`src/sv/wsts_pkg.sv`:
```
// Shared constants and types for the weighted seven-tap smoother.
// Used by the scaling stage and by the top level; depends on nothing else.
`default_nettype none

package wsts_pkg;

    // Result sample format: signed, four fraction bits.
    localparam int OUT_W       = 20;
    localparam int OUT_TDATA_W = ((OUT_W + 7) / 8) * 8;
    localparam int OUT_MAX     = 524287;
    localparam int OUT_MIN     = -524288;

    // One input transfer causes at most four result transfers.
    localparam int MAX_RESULTS = 4;
    localparam int SLOT_W      = 2;
    localparam int COUNT_W     = 3;

    // Position counter: saturates once six samples of the stream are held.
    localparam logic [COUNT_W-1:0] COUNT_FULL = 3'd6;
    localparam logic [COUNT_W-1:0] EDGE_SPAN  = 3'd3;

    // Weights of the six history cells; the newest sample has weight one.
    localparam int CELL_COUNT = 6;
    localparam int CELL_WEIGHT [CELL_COUNT] = '{1, 2, 3, 3, 3, 2};

    // floor(s / 15) = (s * DIV15_MULT + DIV15_BIAS) >>> DIV15_SHIFT for any
    // 20-bit signed s. The bias folds in an offset that keeps the reciprocal
    // product exact for negative values.
    localparam int PROD_W      = 44;
    localparam int DIV15_SHIFT = 25;
    localparam int QUOT_W      = PROD_W - DIV15_SHIFT;
    localparam logic signed [PROD_W-1:0] DIV15_MULT = 44'sd2236963;
    localparam logic signed [PROD_W-1:0] DIV15_BIAS = 44'sd851968;

    // Results caused by one input sample, in output order.
    typedef struct packed {
        logic [COUNT_W-1:0]                  count;
        logic                                smoothed;
        logic [MAX_RESULTS-1:0][OUT_W-1:0]   value;
    } job_t;

    // Output of the scaling stage for the weighted sum.
    typedef struct packed {
        logic                       sat_hi;
        logic                       sat_lo;
        logic signed [OUT_W-1:0]    sum;
        logic signed [PROD_W-1:0]   prod;
    } scale_t;

endpackage

`default_nettype wire

```
`src/sv/wsts_cell.sv`:
```
// One cell of the smoother chain: a history tap and a transposed partial sum.
// Stand-alone; instantiated six times by the top level.
`default_nettype none

module wsts_cell #(
    parameter int SAMPLE_WIDTH = 16,
    parameter int SUM_WIDTH    = 20,
    parameter int WEIGHT       = 1
) (
    input  logic                           aclk,
    input  logic                           shift_en,
    input  logic signed [SAMPLE_WIDTH-1:0] x_in,
    input  logic signed [SAMPLE_WIDTH-1:0] sample_in,
    input  logic signed [SUM_WIDTH-1:0]    psum_in,
    output logic signed [SAMPLE_WIDTH-1:0] sample_out,
    output logic signed [SUM_WIDTH-1:0]    psum_out
);

    localparam logic signed [SUM_WIDTH-1:0] W = SUM_WIDTH'(WEIGHT);

    logic signed [SAMPLE_WIDTH-1:0] sample_reg;
    logic signed [SAMPLE_WIDTH-1:0] sample_next;
    logic signed [SUM_WIDTH-1:0]    psum_reg;
    logic signed [SUM_WIDTH-1:0]    psum_next;
    logic signed [SUM_WIDTH-1:0]    x_wide;

    // The tap takes its neighbor's sample; the partial sum adds this weight
    // times the new sample to the neighbor's partial sum.
    always_comb begin
        x_wide      = SUM_WIDTH'(x_in);
        sample_next = sample_in;
        psum_next   = psum_in + x_wide * W;
    end

    always_ff @(posedge aclk) begin
        if (shift_en) begin
            sample_reg <= sample_next;
            psum_reg   <= psum_next;
        end
    end

    assign sample_out = sample_reg;
    assign psum_out   = psum_reg;

endmodule

`default_nettype wire

```
`src/sv/wsts_scale.sv`:
```
// Scaling stage: range check of the weighted sum and reciprocal product by 15.
// Depends on wsts_pkg.
`default_nettype none

module wsts_scale #(
    parameter int SUM_WIDTH = 21
) (
    input  logic                        aclk,
    input  logic                        load,
    input  logic signed [SUM_WIDTH-1:0] sum_in,
    output wsts_pkg::scale_t            scale_out
);

    import wsts_pkg::*;

    localparam logic signed [SUM_WIDTH-1:0] LIM_HI = SUM_WIDTH'(OUT_MAX);
    localparam logic signed [SUM_WIDTH-1:0] LIM_LO = SUM_WIDTH'(OUT_MIN);

    scale_t                    scale_reg;
    scale_t                    scale_next;
    logic signed [PROD_W-1:0]  sum_wide;

    // Sums outside 20 bits saturate anyway, since the gain 16/15 exceeds one.
    always_comb begin
        scale_next.sat_hi = (sum_in > LIM_HI);
        scale_next.sat_lo = (sum_in < LIM_LO);
        scale_next.sum    = sum_in[OUT_W-1:0];
        sum_wide          = PROD_W'(scale_next.sum);
        scale_next.prod   = sum_wide * DIV15_MULT + DIV15_BIAS;
    end

    always_ff @(posedge aclk) begin
        if (load) begin
            scale_reg <= scale_next;
        end
    end

    assign scale_out = scale_reg;

endmodule

`default_nettype wire

```
`src/sv/weighted_seven_tap_smoother_unit.sv`:
```
// Top level of the weighted seven-tap smoother: cell chain, pipeline, output.
// Depends on wsts_pkg, wsts_cell and wsts_scale.
//
// Usage:
//   The slave stream carries one signed sample per transfer in s_axis_tdata,
//   with s_axis_tlast marking the final sample of a stream. The master stream
//   carries results: out_value in m_axis_tdata, is_smoothed in m_axis_tuser
//   and, in m_axis_tlast, a flag on the last result caused by one sample.
//   Inside a stream the result for a sample appears when the sample three
//   later arrives: the (1,2,3,3,3,2,1) weighted sum times 16/15, floored,
//   or the raw sample times 16 at the first three positions. The final
//   sample flushes up to four results and starts a new stream.
//   Results show on m_axis_tvalid from stage three. Throughput is one sample
//   per cycle while m_axis_tready is high: a stream yields as many results as
//   samples, and the output register hands out one per cycle. A final sample
//   releases up to four results at once; the three stages absorb the burst,
//   and s_axis_tready drops only when short streams follow closely.
//   Reset clears the position count and empties the three-stage pipeline.
//   When the receiver stalls, the three stages fill and s_axis_tready falls.
`default_nettype none

module weighted_seven_tap_smoother_unit #(
    parameter int SAMPLE_WIDTH = 16
) (
    input  logic                                    aclk,
    input  logic                                    aresetn,
    // tdata: sample [SAMPLE_WIDTH-1:0], zero padding above.
    input  logic [((SAMPLE_WIDTH + 7) / 8) * 8-1:0] s_axis_tdata,
    input  logic                                    s_axis_tlast,
    input  logic                                    s_axis_tvalid,
    output logic                                    s_axis_tready,
    // tdata: out_value [19:0], zero padding above.
    output logic [wsts_pkg::OUT_TDATA_W-1:0]        m_axis_tdata,
    // tuser: is_smoothed [0].
    output logic                                    m_axis_tuser,
    output logic                                    m_axis_tlast,
    output logic                                    m_axis_tvalid,
    input  logic                                    m_axis_tready
);

    import wsts_pkg::*;

    localparam int SUM_W = SAMPLE_WIDTH + 4;
    localparam int EXT_W = (SUM_W > OUT_W + 1) ? SUM_W : OUT_W + 1;
    localparam logic signed [EXT_W-1:0] LIM_HI = EXT_W'(OUT_MAX);
    localparam logic signed [EXT_W-1:0] LIM_LO = EXT_W'(OUT_MIN);

    // Raw result: sample times 16, saturated to the output range.
    function automatic logic [OUT_W-1:0] raw_scale(input logic signed [SAMPLE_WIDTH-1:0] s);
        logic signed [EXT_W-1:0] e;
        logic [OUT_W-1:0]        r;
        e = EXT_W'(s);
        e = e <<< 4;
        if (e > LIM_HI) begin
            r = OUT_W'(OUT_MAX);
        end else if (e < LIM_LO) begin
            r = OUT_W'(OUT_MIN);
        end else begin
            r = e[OUT_W-1:0];
        end
        return r;
    endfunction

    logic                           s_accept;
    logic signed [SAMPLE_WIDTH-1:0] x;

    logic signed [SAMPLE_WIDTH-1:0] hist [CELL_COUNT];
    logic signed [SUM_W-1:0]        psum [CELL_COUNT];

    logic [COUNT_W-1:0]             count_reg;
    logic [COUNT_W-1:0]             count_next;

    job_t                           job_new;
    logic [COUNT_W-1:0]             slot_cnt;

    logic                           s1_valid_reg;
    logic                           s1_valid_next;
    job_t                           s1_job_reg;
    logic signed [EXT_W-1:0]        s1_sum_reg;
    logic signed [EXT_W-1:0]        s1_sum_next;

    logic                           s2_valid_reg;
    logic                           s2_valid_next;
    job_t                           s2_job_reg;
    scale_t                         s2_scale;

    logic                           s3_valid_reg;
    logic                           s3_valid_next;
    job_t                           s3_job_reg;
    job_t                           s3_job_next;
    logic [SLOT_W-1:0]              s3_ptr_reg;
    logic [SLOT_W-1:0]              s3_ptr_next;

    logic signed [QUOT_W-1:0]       quot;
    logic signed [OUT_W:0]          smooth_sum;
    logic [OUT_W-1:0]               smooth_val;

    logic                           out_xfer;
    logic                           out_last;
    logic                           s3_free;
    logic                           s2_free;
    logic                           s2_move;
    logic                           s1_free;
    logic                           s1_move;

    assign s_accept = s_axis_tvalid && s_axis_tready;
    assign x        = s_axis_tdata[SAMPLE_WIDTH-1:0];

    // Chain of six cells; the newest sample enters at the last cell and the
    // partial sums run from the first cell toward the last.
    for (genvar k = 0; k < CELL_COUNT; k++) begin : g_cell
        logic signed [SAMPLE_WIDTH-1:0] tap_in;
        logic signed [SUM_W-1:0]        sum_in;

        if (k == CELL_COUNT - 1) begin : g_newest
            assign tap_in = x;
        end else begin : g_inner
            assign tap_in = hist[k+1];
        end

        if (k == 0) begin : g_first
            assign sum_in = '0;
        end else begin : g_chain
            assign sum_in = psum[k-1];
        end

        wsts_cell #(
            .SAMPLE_WIDTH (SAMPLE_WIDTH),
            .SUM_WIDTH    (SUM_W),
            .WEIGHT       (CELL_WEIGHT[k])
        ) u_cell (
            .aclk       (aclk),
            .shift_en   (s_accept),
            .x_in       (x),
            .sample_in  (tap_in),
            .psum_in    (sum_in),
            .sample_out (hist[k]),
            .psum_out   (psum[k])
        );
    end

    // Position count within the stream.
    always_comb begin
        if (s_axis_tlast) begin
            count_next = '0;
        end else if (count_reg < COUNT_FULL) begin
            count_next = count_reg + 3'd1;
        end else begin
            count_next = COUNT_FULL;
        end
    end

    // Results caused by this sample: the centered sample if one is due, then
    // on the final sample the held raw tail and the sample itself.
    always_comb begin
        job_new  = '0;
        slot_cnt = '0;
        if (count_reg >= COUNT_FULL) begin
            job_new.smoothed = 1'b1;
            slot_cnt         = 3'd1;
        end else if (count_reg >= EDGE_SPAN) begin
            job_new.value[0] = raw_scale(hist[3]);
            slot_cnt         = 3'd1;
        end
        if (s_axis_tlast) begin
            if (count_reg >= 3'd2) begin
                job_new.value[slot_cnt[SLOT_W-1:0]] = raw_scale(hist[4]);
                slot_cnt = slot_cnt + 3'd1;
            end
            if (count_reg >= 3'd1) begin
                job_new.value[slot_cnt[SLOT_W-1:0]] = raw_scale(hist[5]);
                slot_cnt = slot_cnt + 3'd1;
            end
            job_new.value[slot_cnt[SLOT_W-1:0]] = raw_scale(x);
            slot_cnt = slot_cnt + 3'd1;
        end
        job_new.count = slot_cnt;
    end

    // Pipeline flow: each stage loads when the one after it can take its job.
    assign out_xfer = m_axis_tvalid && m_axis_tready;
    assign out_last = s3_valid_reg && (({1'b0, s3_ptr_reg} + 3'd1) == s3_job_reg.count);
    assign s3_free  = !s3_valid_reg || (out_xfer && out_last);
    assign s2_move  = s2_valid_reg && s3_free;
    assign s2_free  = !s2_valid_reg || s3_free;
    assign s1_move  = s1_valid_reg && s2_free;
    assign s1_free  = !s1_valid_reg || s2_free;
    assign s_axis_tready = s1_free;

    // Stage one: full weighted sum; jobs without results are dropped here.
    always_comb begin
        s1_sum_next   = EXT_W'(psum[CELL_COUNT-1]) + EXT_W'(x);
        s1_valid_next = s1_valid_reg;
        if (s1_free) begin
            s1_valid_next = s_accept && (job_new.count != '0);
        end
    end

    // Stage two: scaling by 16/15 in its own unit.
    always_comb begin
        s2_valid_next = s2_valid_reg;
        if (s2_free) begin
            s2_valid_next = s1_valid_reg;
        end
    end

    wsts_scale #(
        .SUM_WIDTH (EXT_W)
    ) u_scale (
        .aclk      (aclk),
        .load      (s1_move),
        .sum_in    (s1_sum_reg),
        .scale_out (s2_scale)
    );

    // Stage three: sum plus floor(sum / 15), saturated, then handed out one
    // result per transfer.
    always_comb begin
        quot       = s2_scale.prod[PROD_W-1:DIV15_SHIFT];
        smooth_sum = (OUT_W + 1)'(s2_scale.sum) + (OUT_W + 1)'(quot);
        if (s2_scale.sat_hi || (smooth_sum > (OUT_W + 1)'(OUT_MAX))) begin
            smooth_val = OUT_W'(OUT_MAX);
        end else if (s2_scale.sat_lo || (smooth_sum < (OUT_W + 1)'(OUT_MIN))) begin
            smooth_val = OUT_W'(OUT_MIN);
        end else begin
            smooth_val = smooth_sum[OUT_W-1:0];
        end

        s3_job_next = s2_job_reg;
        if (s2_job_reg.smoothed) begin
            s3_job_next.value[0] = smooth_val;
        end

        s3_valid_next = s3_valid_reg;
        s3_ptr_next   = s3_ptr_reg;
        if (s3_free) begin
            s3_valid_next = s2_valid_reg;
            s3_ptr_next   = '0;
        end else if (out_xfer) begin
            s3_ptr_next = s3_ptr_reg + 2'd1;
        end
    end

    // Control registers.
    always_ff @(posedge aclk) begin
        if (!aresetn) begin
            count_reg    <= '0;
            s1_valid_reg <= 1'b0;
            s2_valid_reg <= 1'b0;
            s3_valid_reg <= 1'b0;
            s3_ptr_reg   <= '0;
        end else begin
            if (s_accept) begin
                count_reg <= count_next;
            end
            s1_valid_reg <= s1_valid_next;
            s2_valid_reg <= s2_valid_next;
            s3_valid_reg <= s3_valid_next;
            s3_ptr_reg   <= s3_ptr_next;
        end
    end

    // Payload registers.
    always_ff @(posedge aclk) begin
        if (s_accept) begin
            s1_job_reg <= job_new;
            s1_sum_reg <= s1_sum_next;
        end
        if (s1_move) begin
            s2_job_reg <= s1_job_reg;
        end
        if (s2_move) begin
            s3_job_reg <= s3_job_next;
        end
    end

    // Result channel.
    assign m_axis_tvalid = s3_valid_reg;
    assign m_axis_tdata  = OUT_TDATA_W'(s3_job_reg.value[s3_ptr_reg]);
    assign m_axis_tuser  = s3_job_reg.smoothed && (s3_ptr_reg == '0);
    assign m_axis_tlast  = out_last;

    // The output pointer always stays inside the job's result list.
    a_ptr_in_range: assert property (@(posedge aclk) disable iff (!aresetn)
        s3_valid_reg |-> ({1'b0, s3_ptr_reg} < s3_job_reg.count))
        else $error("output pointer beyond the job's results");

    // The position count saturates at six.
    a_count_sat: assert property (@(posedge aclk) disable iff (!aresetn)
        count_reg <= COUNT_FULL)
        else $error("position count above six");

    // A final sample restarts the count and always leaves a job in stage one.
    a_last_flush: assert property (@(posedge aclk) disable iff (!aresetn)
        (s_accept && s_axis_tlast) |=> ((count_reg == '0) && s1_valid_reg))
        else $error("final sample did not flush");

    // A smoothed result is alone, or followed by the three tail results.
    a_smooth_count: assert property (@(posedge aclk) disable iff (!aresetn)
        (s1_valid_reg && s1_job_reg.smoothed)
            |-> ((s1_job_reg.count == 3'd1) || (s1_job_reg.count == 3'd4)))
        else $error("smoothed job with an impossible result count");

endmodule

`default_nettype wire

```
`config.mk`:
```
export PLATFORM = sky130hd
export DESIGN_NAME = weighted_seven_tap_smoother_unit
export DESIGN_NICKNAME = d
export VERILOG_FILES = /design/src/sv/wsts_pkg.sv /design/src/sv/wsts_cell.sv /design/src/sv/wsts_scale.sv /design/src/sv/weighted_seven_tap_smoother_unit.sv
export SDC_FILE = /design/constraint.sdc
export NUM_CORES = 1
export LEC_CHECK = 0
export CAP_MARGIN = 20
export CORE_MARGIN = 4
export CORE_UTILIZATION = 70
export CTS_CLUSTER_SIZE = 10
export DETAILED_ROUTE_END_ITERATION = 7
export DONT_BUFFER_PORTS = 1
export PLACE_DENSITY = 0.86
export SETUP_SLACK_MARGIN = 0.2
export SYNTH_ARGS = -nofsm -noshare
export SYNTH_HDL_FRONTEND = slang
export SYNTH_SLANG_ARGS = --single-unit
export TNS_END_PERCENT = 30
```
`constraint.sdc`:
```
create_clock -name aclk -period 23.8 [get_ports aclk]
set_input_delay 1.19 -clock aclk [delete_from_list [all_inputs] [get_ports aclk]]
set_output_delay 1.19 -clock aclk [all_outputs]
set_load 0.01 [all_outputs]
```
==> impl_metrics.py <==
metrics = {
    "outcome": {
        "outcome": "finished clean",
    },
    "drt": {
        "viasPerCell": 6.551,
        "vias": 18870,
        "dr.pass1.iters": 6,
        "wirelength_mm": 63.97,
        "final_antenna_net_count": 0,
        "wl_per_cell_um": 22.20,
        "drtIter0Drc": 1858,
        "drc": 0,
    },
    "yosys": {
        "post-synth-top-count-cell": "edfxtp_1",
        "ys_ff_latch": 423,
        "synth_top_area_share_pct": 45.82,
        "synth_edf_count": 415,
        "synth_seq_area_share_pct": 46.41,
        "async_reset_ff_share_pct": 0,
        "synth_compound_area_share_pct": 11.58,
        "synthFlopType": "edfxtp_1",
        "synth_top_family_by_area": "adder cells",
        "synth_cells": 2333,
        "yosys-top-cells-count": "edfxtp_1 (415), ha_1 (361), inv_1 (195)",
        "synthTopCellsByArea": "edfxtp_1 (46%), ha_1 (17%), fa_1 (4.9%)",
        "avgSynthCellArea_um2": 11.66,
        "synth_xor_area_share_pct": 5.023,
        "synth_mux_area_share_pct": 1.996,
        "yosys.area.top_type": "edfxtp_1",
        "yosys_warnings": 0,
        "yosys.area_share.simple_pct": 9.950,
        "synth.distinct_cells": 80,
        "netlist_area_um2": 27200,
        "synthAdderAreaFrac_pct": 21.50,
    },
    "layout": {
        "num_antenna_cells": 0,
        "largest_register_ffs": 113,
        "synthToLayoutAreaGrowth_pct": 7.401,
        "nets": 2790,
        "stdcell_count": 2881,
        "multi_input_area_um2": 13650,
        "layout-drive-gt1-share_pct": 4.979,
        "nFillCells": 2276,
        "register_area_um2": 12620,
    },
    "job": {
        "drv_cap": 0,
    },
    "worst_hold_path": {
        "holdPathEnd": "s3_job_reg[72]",
        "holdPathStages": 0,
        "hp-class": "register to register",
        "min-delay-start": "s2_job_reg[72]",
    },
    "sta": {
        "tightest_slew_ns": 1.150,
        "min_period_ns": 7.951,
        "max_freq_ghz": 0.1258,
        "fin_skew_ns": 0.04575,
        "finalSetupViolCount": 0,
        "min_period_over_period_pct": 33.41,
        "slew_headroom_pct": 23.21,
        "rsz0062_at_grt": "false",
        "finalMaxSlewViolations": 0,
        "setup_tns_ns": 0,
        "hold_violations": 0,
    },
    "global_route": {
        "grt_overflow": 0,
        "top_usage_layer": "met2",
        "grt_first_pass_wirelength_mm": 100.9,
        "grt.met1_usage_pct": 40.61,
        "met2_usage_pct": 49.84,
        "met3_usage_pct": 5.857,
        "grt_pass1_vias": 19130,
        "grt_max_degree": 147,
        "antenna_found_initial": 0,
        "globalRouteTotalUtil_pct": 30.51,
    },
    "setup_path": {
        "crit_cells": 21,
        "worstSetupPathType": "register to register",
        "critPathTopFamily": "adder cells",
        "reg2reg_depth": 21,
        "path_cells": "inv_1 -> ha_1 -> inv_1 -> fa_1 -> fa_1 -> fa_1 -> fa_1 -> ha_1 -> ha_1 -> a21o_2 -> a21o_1 -> a211oi_2 -> or4b_4 -> a311o_2 -> xnor2_1 -> or4b_4 -> nor4_4 -> nand3_2 -> or3_1 -> a31oi_1 -> a41oi_1",
        "cp_num_buf_inv": 2,
        "worst-endpoint-arrival_ns": 8.26,
        "worstReg2RegEnd": "u_scale.scale_out[42]",
        "r2r_setup_slack_ns": 15.85,
        "slowest_delay_ns": 0.64,
        "crit_path_end_kind": "register",
        "start_kind": "register",
        "cpMaxStageDelayCell": "fa_1",
        "crit_path_frequent_cell": "fa_1",
        "cp_max_fo": 9,
        "reg2reg_from": "s1_sum_reg[19]",
        "worstPathRequired_ns": 24.11,
    },
    "clock_tree": {
        "htree_levels": 2,
        "cts.clk_slew.worst_paths_ns": 0.06,
        "postCtsSetupBuffers": 0,
        "clock-sinks": 423,
        "numCtsBuffers": 49,
        "cts_resized": 0,
        "cts_buffer_depth": 3,
        "cts_hold_buf": 0,
        "worstSkewPairLatency_ns": 0.62,
        "cts_root_buf": "clkbuf_16",
        "cts_tree": "yes",
    },
    "floorplanning": {
        "core_area_um2": 38020,
        "die_area_um2": 42070,
        "ios": 49,
        "fp.dieH_um": 205.1,
        "die_w_um": 205.1,
        "num_rows": 71,
        "start_util_pct": 71.54,
    },
    "place": {
        "dpl.hpwl_mm": 43.90,
        "gp_congestion": 0.9157,
        "io_buffers": 0,
        "place_inst": 2798,
    },
}
[worst max path at each step]
| stage | from | end | slack (ns) |
|---|---|---|---|
| 2_1_floorplan | s3_ptr_reg[0] | s2_job_reg[10] | 15.83 |
| 3_3_place_gp | s1_sum_reg[19] | u_scale.scale_out[42] | 16.24 |
| 3_5_place_dp | s1_sum_reg[19] | u_scale.scale_out[42] | 16.03 |
| 4_1_cts | s1_sum_reg[19] | u_scale.scale_out[42] | 15.87 |
| 5_1_grt | s1_sum_reg[10] | u_scale.scale_out[42] | 15.43 |
| 6_report | s1_sum_reg[19] | u_scale.scale_out[42] | 15.85 |
[kinds of logic (layout without fill, tap and decap cells)]
| kind of cell | count (synthesis) | count (layout) |
|---|---|---|
| other | 1 | 4 |
| flip-flops | 423 | 423 |
| XOR/XNOR | 156 | 156 |
| buffers and inverters | 251 | 285 |
| multiplexers | 34 | 34 |
| adder cells (fa/ha/maj) | 428 | 428 |
| AND/OR/NAND/NOR | 551 | 551 |
| AO/OA/AOI/OAI | 489 | 489 |
[cell type report]
| class | instances | share of cell area, % |
|---|---|---|
| Clock buffer | 73 | 4.540 |
| Timing Repair Buffer | 11 | 0.4326 |
| Inverter | 195 | 2.531 |
| Sequential cell | 423 | 43.21 |
| Clock inverter | 6 | 0.3598 |
| Tap cell | 511 | 2.189 |
| Multi-Input combinational cell | 1662 | 46.74 |
[layer usage]
layer	up-vias	wire (um)
met2	1052	30420
met5	-	0
met1	9028	25090
met3	210	5877
met4	0	2579
li1	8584	-
[cells in the final DEF (no fill, tap or decap), drive strengths merged, types with 66 or more instances in the layout]
master	count
edfxtp	415
ha	361
inv	196
a21oi	149
nor2	134
nand2	122
xnor2	120
o21ai	107
nand3	87
clkbuf	73
fa	66
[metrics by stage]
| step | utilization [%] | worst slack (ns) | area (um2) | hold slack, ns |
|---|---|---|---|---|
| detailed placement | 72.91 | 16.03 | 27720 | 0.4045 |
| finish | 76.83 | 15.85 | 29210 | 0.3991 |
| CTS | 76.68 | 15.87 | 29150 | 0.4072 |
| global route | 76.83 | 15.43 | 29210 | 0.4181 |
| floorplan | - | 15.83 | 27210 | 0.4003 |
| global placement | 72.84 | 16.24 | 27700 | 0.4004 |
Power is not shown: default switching activity piles up to over one toggle a cycle in this logic, so the estimate is an artifact.
